### src/rtl/core/dmkt_pkg.sv
`timescale 1ns / 1ps

package dmkt_pkg;

    localparam int KEY_W            = 64;
    localparam int IN_VALUE_W       = 16;
    localparam int COUNT_W          = 13;
    localparam int COUNT_MAX        = (1 << COUNT_W) - 1;
    localparam logic [COUNT_W-1:0] COUNT_RESET = 13'd4093;

    localparam int TABLE_DEPTH_DEF  = 4096;
    localparam int VALUE_BITS_DEF   = 16;

    // remainder unit retires this many dividend bits per cycle while step is high
    localparam int DIV_BITS_PER_STEP = 4;
    localparam int DIV_STEPS         = KEY_W / DIV_BITS_PER_STEP;

    localparam logic KIND_LOAD  = 1'b0;
    localparam logic KIND_STORE = 1'b1;

    typedef struct packed {
        logic take;
        logic div_step;
        logic clear_wr;
        logic mem_wr;
        logic mem_rd;
        logic out_load;
    } cmd_t;

    typedef struct packed {
        logic item_taken;
        logic div_last;
        logic clear_last;
        logic is_store;
        logic out_free;
    } status_t;

endpackage

### src/rtl/core/dmkt_ctrl.sv
`timescale 1ns / 1ps

module dmkt_ctrl (
    input  logic               clk,
    input  logic               rst_n,
    input  dmkt_pkg::status_t  status,
    output dmkt_pkg::cmd_t     cmd
);

    typedef enum logic [4:0] {
        ST_CLEAR  = 5'b00001,
        ST_IDLE   = 5'b00010,
        ST_DIV    = 5'b00100,
        ST_ACCESS = 5'b01000,
        ST_CHECK  = 5'b10000
    } state_t;

    state_t state_reg;
    state_t state_next;

    always_comb
    begin
        state_next = state_reg;
        cmd        = '0;
        case (state_reg)
            ST_CLEAR:
            begin
                cmd.clear_wr = 1'b1;
                if (status.clear_last)
                begin
                    state_next = ST_IDLE;
                end
            end
            ST_IDLE:
            begin
                cmd.take = 1'b1;
                if (status.item_taken)
                begin
                    state_next = ST_DIV;
                end
            end
            ST_DIV:
            begin
                cmd.div_step = 1'b1;
                if (status.div_last)
                begin
                    state_next = ST_ACCESS;
                end
            end
            ST_ACCESS:
            begin
                if (status.is_store)
                begin
                    cmd.mem_wr = 1'b1;
                    state_next = ST_IDLE;
                end
                else
                begin
                    cmd.mem_rd = 1'b1;
                    state_next = ST_CHECK;
                end
            end
            ST_CHECK:
            begin
                // hold until the output register can take the result
                if (status.out_free)
                begin
                    cmd.out_load = 1'b1;
                    state_next   = ST_IDLE;
                end
            end
            default:
            begin
                state_next = ST_CLEAR;
            end
        endcase
    end

    always_ff @(posedge clk or negedge rst_n)
    begin
        if (!rst_n)
        begin
            state_reg <= ST_CLEAR;
        end
        else
        begin
            state_reg <= state_next;
        end
    end

endmodule

### config.mk
export PLATFORM = sky130hd
export DESIGN_NAME = dmkt_ctrl
export DESIGN_NICKNAME = d
export VERILOG_FILES = /design/src/rtl/core/dmkt_pkg.sv /design/src/rtl/core/dmkt_ctrl.sv
export SDC_FILE = /design/constraint.sdc
export NUM_CORES = 1
export LEC_CHECK = 0
export ABC_AREA = 1
export BUFFER_PORTS_ARGS = -buffer_cell sky130_fd_sc_hd__buf_4
export CAP_MARGIN = 20
export CORE_AREA = 2 2 39 41
export DETAILED_ROUTE_END_ITERATION = 16
export DIE_AREA = 0 0 41 43
export PLACE_DENSITY = 0.5
export SLEW_MARGIN = 10
export SYNTH_ARGS = -nofsm -noshare
export SYNTH_HDL_FRONTEND = slang
export SYNTH_SLANG_ARGS = --single-unit
export TNS_END_PERCENT = 30
### constraint.sdc
create_clock -name clk -period 1.51 [get_ports clk]
set_input_delay 0.151 -clock clk [delete_from_list [all_inputs] [get_ports clk]]
set_output_delay 0.151 -clock clk [all_outputs]
set_load 0.005 [all_outputs]
==> key figures, run 1 <==
Synthesis
  – Mapped Area: 330.3 sq um
  – Largest family of logic cells by synthesized area: simple AND/OR/NAND/NOR gates
  – Simple-Gate Fraction of Synth Area: 46.59%
  – Post-Synthesis Cells: 50
  – Syn Area/Cell: 6.606 sq um
  – Mux contribution to synthesized area: 0%
  – Register bit count reported by yosys: 5
  – Post-Syn Nets: 57
  – Xor/xnor share of the synthesized area: 0%
  – Synth Area in Adders: 0%
  – Cell variety after synth: 12
  – Area fraction in compound gates after synthesis: 1.515%
  – Register area share after synthesis: 38.26%
  – Synth warnings: 0

Final layout
  – Finished Layout Cells: 83
  – Largest register FFs: 5
  – Final nets: 75
  – Synth-to-layout area growth: 44.32%
  – Layout cell share with drive strength beyond 1: 31.34%
  – Multi-input gate area: 158.9 sq um
  – Fill cells: 161
  – FF+latch area: 126.4 sq um
  – Antenna diodes: 0

Job
  – Max Cap Viol: 0

CTS
  – Maximum buffer depth of the clock tree: 2
  – CTS tree: yes
  – Clock transition at path regs: 0.05 ns
  – Clock Sinks: 5
  – Later-pin clock latency in the skew report: 0.25 ns
  – TritonCTS Buffers: 3
  – Buffer count from post-CTS setup fixing: 0
  – CTS HTree Levels: 1
  – Root Buffer: clkbuf_4

Pwr
  – Logic pwr share: 47.4%
  – Leak: 0.2874 nW
  – Sw Ratio: 41.72%
  – Cell Int Power: 0.0004328 W
  – Psw: 0.0003098 W
  – Peak supply drop: 644.7 uV
  – Clk pwr share: 21.4%
  – Sequential share of power: 31.1%
  – Power Dens Cells: 1558 mW/mm^2

STA
  – Fmax: 0.7161 GHz
  – Post-route clock period utilization: 92.48%
  – Worst clock skew: 0.005067 ns
  – Setup-failing EPs final: 0
  – Fin. Hold Viols: 0
  – Final critical-path required period: 1.396 ns
  – RSZ-0062 raised after global routing: false
  – Slew HR: 83.86%
  – Slew @ Worst Pin: 0.2419 ns
  – Fin Setup TNS: 0 ns
  – Slew Viols, Final: 0

Detailed routing
  – # DRC: 0
  – Met3 wire len: 56 um
  – Initial DRC count: 7
  – 1st-pass router iterations: 4
  – DR WL/cell: 9.759 um
  – Detailed-route wire length: 810 um
  – WL met2: 368 um
  – Via density per instance: 4.494
  – Length of routed wiring on met1: 363 um
  – Via count: 373
  – ANT nets after route: 0
  – Uppermost routed layer: met4

Worst setup path
  – Crit start category: flop
  – Critical path peak fanout: 6
  – Setup crit end kind: output pin
  – Critical path class: reg -> out
  – CP max-delay cell: dfstp_2
  – Worst-path cell chain: nor2_2 > nand3_1 > nor2_1 > buf_4
  – WP buf/inv: 1
  – Critical Path Max Stage Delay: 0.38 ns
  – Crit path max-delay family: simple AND/OR/NAND/NOR gates
  – Worst path required time: 1.36 ns
  – Crit path arrival time: 1.25 ns

Global routing
  – Largest net degree at the start of global routing: 10
  – Global Route Usage Sum: 11.67%
  – Vias in the first global route: 323
  – First-pass GRT wire length: 1297 um
  – Total global routing overflow: 0
  – Initial antenna violation count: 0

Die
  – Chip Height: 43 um
  – Die footprint: 0.001763 sq mm
  – Core area: 0.001384 sq mm
  – Row count: 14
  – Die Width: 41 um
  – IO Count: 13
  – Initial Util: 23.87%

Place
  – Input/output buffers: 12
  – GP Congestion: 0.7986
  – Hpwl dp: 653.7 um
  – Placed Instances: 78

Hold path
  – Hold/Removal Path Class: in -> reg

Run status
  – Status: complete, no violations
routing by layer:
| layer | GRT usage, % | up-vias |
|---|---|---|
| li1 | - | 193 |
| met1 | 15.53 | 159 |
| met2 | 13.75 | 17 |
| met3 | 7.853 | 4 |
| met4 | 6.000 | 0 |
| met5 | 0 | - |
cell families (layout without fill, tap and decap cells):
logic type      count (synthesis)  after routing
compound gates                  1              1
buf+inv                        12             29
flops                           5              5
simple gates                   32             32
power by group through the flow:
stage	Combinational, W	Clock [W]	Sequential, W
5_1_grt	0.000396	0.000174	0.000239
3_3_place_gp	0.000357	0	0.000231
3_5_place_dp	0.000347	0	0.000233
6_report	0.000352	0.000159	0.000231
4_1_cts	0.000352	0.000163	0.000231
2_1_floorplan	0.000239	0	0.000225
cell type report:
class	instances	area share, %
Inverter	12	9.449
Clock buffer	4	5.512
Tap cell	16	4.199
Multi-Input combinational cell	33	33.33
Timing Repair Buffer	13	21.00
Sequential cell	5	26.51
metrics by stage:
step / setup slack [ns] / utilization, % / instance area, sq um / hold slack [ns] / power [W]
6_report: 0.1135 / 34.45 / 476.7 / 0.1448 / 0.0007425
5_1_grt: 0.004613 / 34.45 / 476.7 / 0.1395 / 0.0008094
4_1_cts: 0.1189 / 34.45 / 476.7 / 0.1511 / 0.0007459
3_5_place_dp: 0.3341 / 31.83 / 440.4 / -0.04266 / 0.0005798
3_3_place_gp: 0.3167 / 31.83 / 440.4 / -0.04014 / 0.0005880
2_1_floorplan: 0.4111 / - / 330.3 / -0.1446 / 0.0004638
what timing repair did:
action	in CTS	in global routing
hold endpoints to repair	5	0
gates resized for setup	0	0
hold buffers	1	0
synthesized netlist by cell type, drive strengths merged:
| cell | n | area [sq um] |
|---|---|---|
| nand3 | 3 | 15.01 |
| dfrtp | 4 | 100.1 |
| nand4 | 6 | 37.54 |
| dfstp | 1 | 26.28 |
| nor3 | 2 | 10.01 |
| nor2 | 11 | 53.80 |
| inv | 12 | 45.05 |
| o21ai | 1 | 5.000 |
| nand2 | 10 | 37.54 |
cells in the final DEF, fill, tap and decap left out, drive strengths merged:
cell,n
nand4,6
dfrtp,4
nor3,2
nand2,10
clkbuf,4
nand3,3
buf,12
dlygate4sd3,1
inv,12
dfstp,1
nor2,11
o21ai,1
worst paths after layout:
| path | start | to | slack (ns) | depth (start not counted) |
|---|---|---|---|---|
| setup / recovery | state_reg[0] | cmd[1] | 0.11 | 4 |
| hold / removal | status[1] | state_reg[4] | 0.14 | 2 |
| setup reg to reg | state_reg[0] | state_reg[1] | 0.31 | 7 |
| hold reg to reg | state_reg[1] | state_reg[0] | 0.59 | 3 |
| max in group asynchronous | rst_n | state_reg[0] | 1.08 | 2 |
| min in group asynchronous | rst_n | state_reg[3] | 0.24 | 2 |
Power figures use the tool's default switching activity.
==> run 2, diff against run 1 <==
CELL_PAD_IN_SITES_DETAIL_PLACEMENT = 0   (was not set)
CELL_PAD_IN_SITES_GLOBAL_PLACEMENT = 1   (was not set)
PLACE_DENSITY = 0.67   (was 0.5)
SETUP_SLACK_MARGIN = 0.3   (was not set)
==> run 2 against run 1 <==
Compared with the run above: final area is 9.7% higher; worst hold slack worse by 0.023 ns; critical path depth increased by 1; final cell count is 2.4% higher; via count stayed put; sequential share of layout area shrank 2.1 points; combinational power up 28%; clock power shrank 6%.
==> key figures, run 2 (synthesis gave the netlist of run 1 again) <==
Final layout
  – Most common cell after layout, fill and taps aside: buf_4
  – Finished Core Util: 37.79% (+3.3 points)
  – Commonest non-fill, non-tap cells in the layout: 14 x buf_4, 10 x inv_1, 8 x nand2_1
  – Layout cell share with drive strength beyond 1: 43.48% (+12 points)
  – Synth-to-layout area growth: 58.33%
  – Fill cells: 154 (-4.3%)
  – FF+latch area: 127.6 sq um (+0.99%)
  – Multi-input gate area: 188.9 sq um (+19%)
  – Largest register FFs: 5 (unchanged)
  – Antenna diodes: 0 (unchanged)
  – Final nets: 77 (+2.7%)

Detailed routing
  – Via count: 373 (unchanged)
  – ANT nets after route: 0 (unchanged)
  – Initial DRC count: 13 (+6)
  – Via density per instance: 4.388 (-2.4%)
  – DR WL/cell: 9.624 um (-1.4%)
  – 1st-pass router iterations: 4 (unchanged)
  – Detailed-route wire length: 818 um (+0.99%)
  – # DRC: 0 (unchanged)

Die
  – Initial Util: 23.87% (unchanged)
  – Core area: 0.001384 sq mm (unchanged)
  – Die footprint: 0.001763 sq mm (unchanged)
  – Die Width: 41 um (unchanged)
  – Chip Height: 43 um (unchanged)
  – IO Count: 13 (unchanged)
  – Row count: 14 (unchanged)

Worst setup path
  – Critical path peak fanout: 3 (-3)
  – WP buf/inv: 2 (+1)
  – Worst path required time: 1.36 ns (about the same)
  – Crit path max-delay family: flip-flops
  – Critical Path Max Stage Delay: 0.56 ns (+0.18 ns)
  – Crit start category: flop
  – Worst-path cell chain: inv_2 > nor2_4 > nand2_2 > nor2_2 > buf_4
  – Crit path arrival time: 1.24 ns (about the same)
  – CP max-delay cell: dfstp_2
  – CP Depth: 5 (+1)
  – Setup crit end kind: output pin
  – Worst-case reg-to-reg path depth: 7 (unchanged)
  – Critical path class: reg -> out

Run status
  – Status: complete, no violations

CTS
  – CTS tree: yes
  – TritonCTS Buffers: 3 (unchanged)
  – Maximum buffer depth of the clock tree: 2 (unchanged)
  – Root Buffer: clkbuf_4
  – Later-pin clock latency in the skew report: 0.24 ns (about the same)
  – CTS HTree Levels: 1 (unchanged)
  – Clock transition at path regs: 0.04 ns (about the same)
  – Clock Sinks: 5 (unchanged)

Global routing
  – First-pass GRT wire length: 1248 um (-3.8%)
  – Vias in the first global route: 322 (-0.31%)
  – Global Route Usage Sum: 10.93% (-0.74 points)
  – Initial antenna violation count: 0 (unchanged)
  – Largest net degree at the start of global routing: 10 (unchanged)
  – Total global routing overflow: 0 (unchanged)

STA
  – Fin. Hold Viols: 0 (unchanged)
  – Slew @ Worst Pin: 0.2074 ns (-0.03442 ns)
  – RSZ-0062 raised after global routing: true
  – Fin Setup TNS: 0 ns (unchanged)
  – Fmax: 0.7184 GHz (+0.33%)
  – Post-route clock period utilization: 92.18% (-0.30 points)
  – Slew HR: 86.14% (+2.3 points)
  – Worst clock skew: 0.0009476 ns (-0.004120 ns)
  – Final critical-path required period: 1.392 ns (-0.004590 ns)
  – Slew Viols, Final: 0 (unchanged)
  – Setup-failing EPs final: 0 (unchanged)

Hold path
  – Hold Path Depth: 2 (unchanged)
  – Hold/Removal Path Class: in -> reg

Job
  – Max Cap Viol: 0 (unchanged)

Place
  – GP Congestion: 0.8346 (+4.5%)
  – Input/output buffers: 12 (unchanged)
  – Hpwl dp: 618.7 um (-5.4%)

Pwr
  – Leak: 0.2982 nW (+3.8%)
  – Peak supply drop: 387.3 uV (-40%)
  – Power Dens Cells: 1612 mW/mm^2 (+3.5%)
-- run 2: final timing paths --
kind,start,end,slack (ns)
setup / recovery,state_reg[0],cmd[3],0.12
hold / removal,status[1],state_reg[4],0.12
setup reg to reg,state_reg[0],state_reg[1],0.28
hold reg to reg,state_reg[0],state_reg[0],0.63
max in group asynchronous,rst_n,state_reg[0],1.07
min in group asynchronous,rst_n,state_reg[4],0.25
-- run 2: worst reg2reg max path, stage by stage, from the launching register on --
cell and delay (ns):
dfstp_2 0.56, nor2_4 0.07, buf_4 0.13, nand4_1 0.07, nand2_1 0.08, nor2_1 0.13, nand2_1 0.07, nand2_1 0.05
-- run 2: through the flow --
stage | setup WS (ns) | std cells | hold slack, ns | instance area, sq um | total power, W
after floorplan | 0.4111 | 50 | -0.1446 | 330.3 | 0.0004638
after CTS | 0.1396 | 83 | 0.1273 | 484.2 | 0.0007596
after global routing | 0.06438 | 85 | 0.1393 | 523.0 | 0.0009170
final | 0.1181 | 85 | 0.1222 | 523.0 | 0.0008433
after global placement | 0.3225 | 78 | -0.04393 | 440.4 | 0.0005912
after detailed placement | 0.3183 | 78 | -0.04518 | 440.4 | 0.0005848
-- run 2: timing repair --
action / in CTS / in global routing
gates resized for setup: 2 / 7
setup endpoints to repair: 6 / 9
hold endpoints to repair: 5 / 0
pin swaps: 0 / 3
setup buffers: 0 / 2
hold buffers: 1 / 0
-- run 2: power by group --
part	switching, W	internal, W
Sequential	0.0000537	0.000190
Combinational	0.000255	0.000196
Clock	0.0000492	0.0000995
-- run 2: cell type report --
class | count | area share [%]
Multi-Input combinational cell | 33 | 36.12
Sequential cell | 5 | 24.40
Tap cell | 16 | 3.828
Clock buffer | 4 | 5.024
Inverter | 12 | 8.612
Timing Repair Buffer | 15 | 22.01
-- run 2: metal layers --
layer | part of all wire [%] | GRT usage [%]
met2 | 50 | 16.56
met3 | 5.4 | 1.571
met4 | 2.1 | 10.00
met1 | 43 | 12.21
met5 | 0 | 0
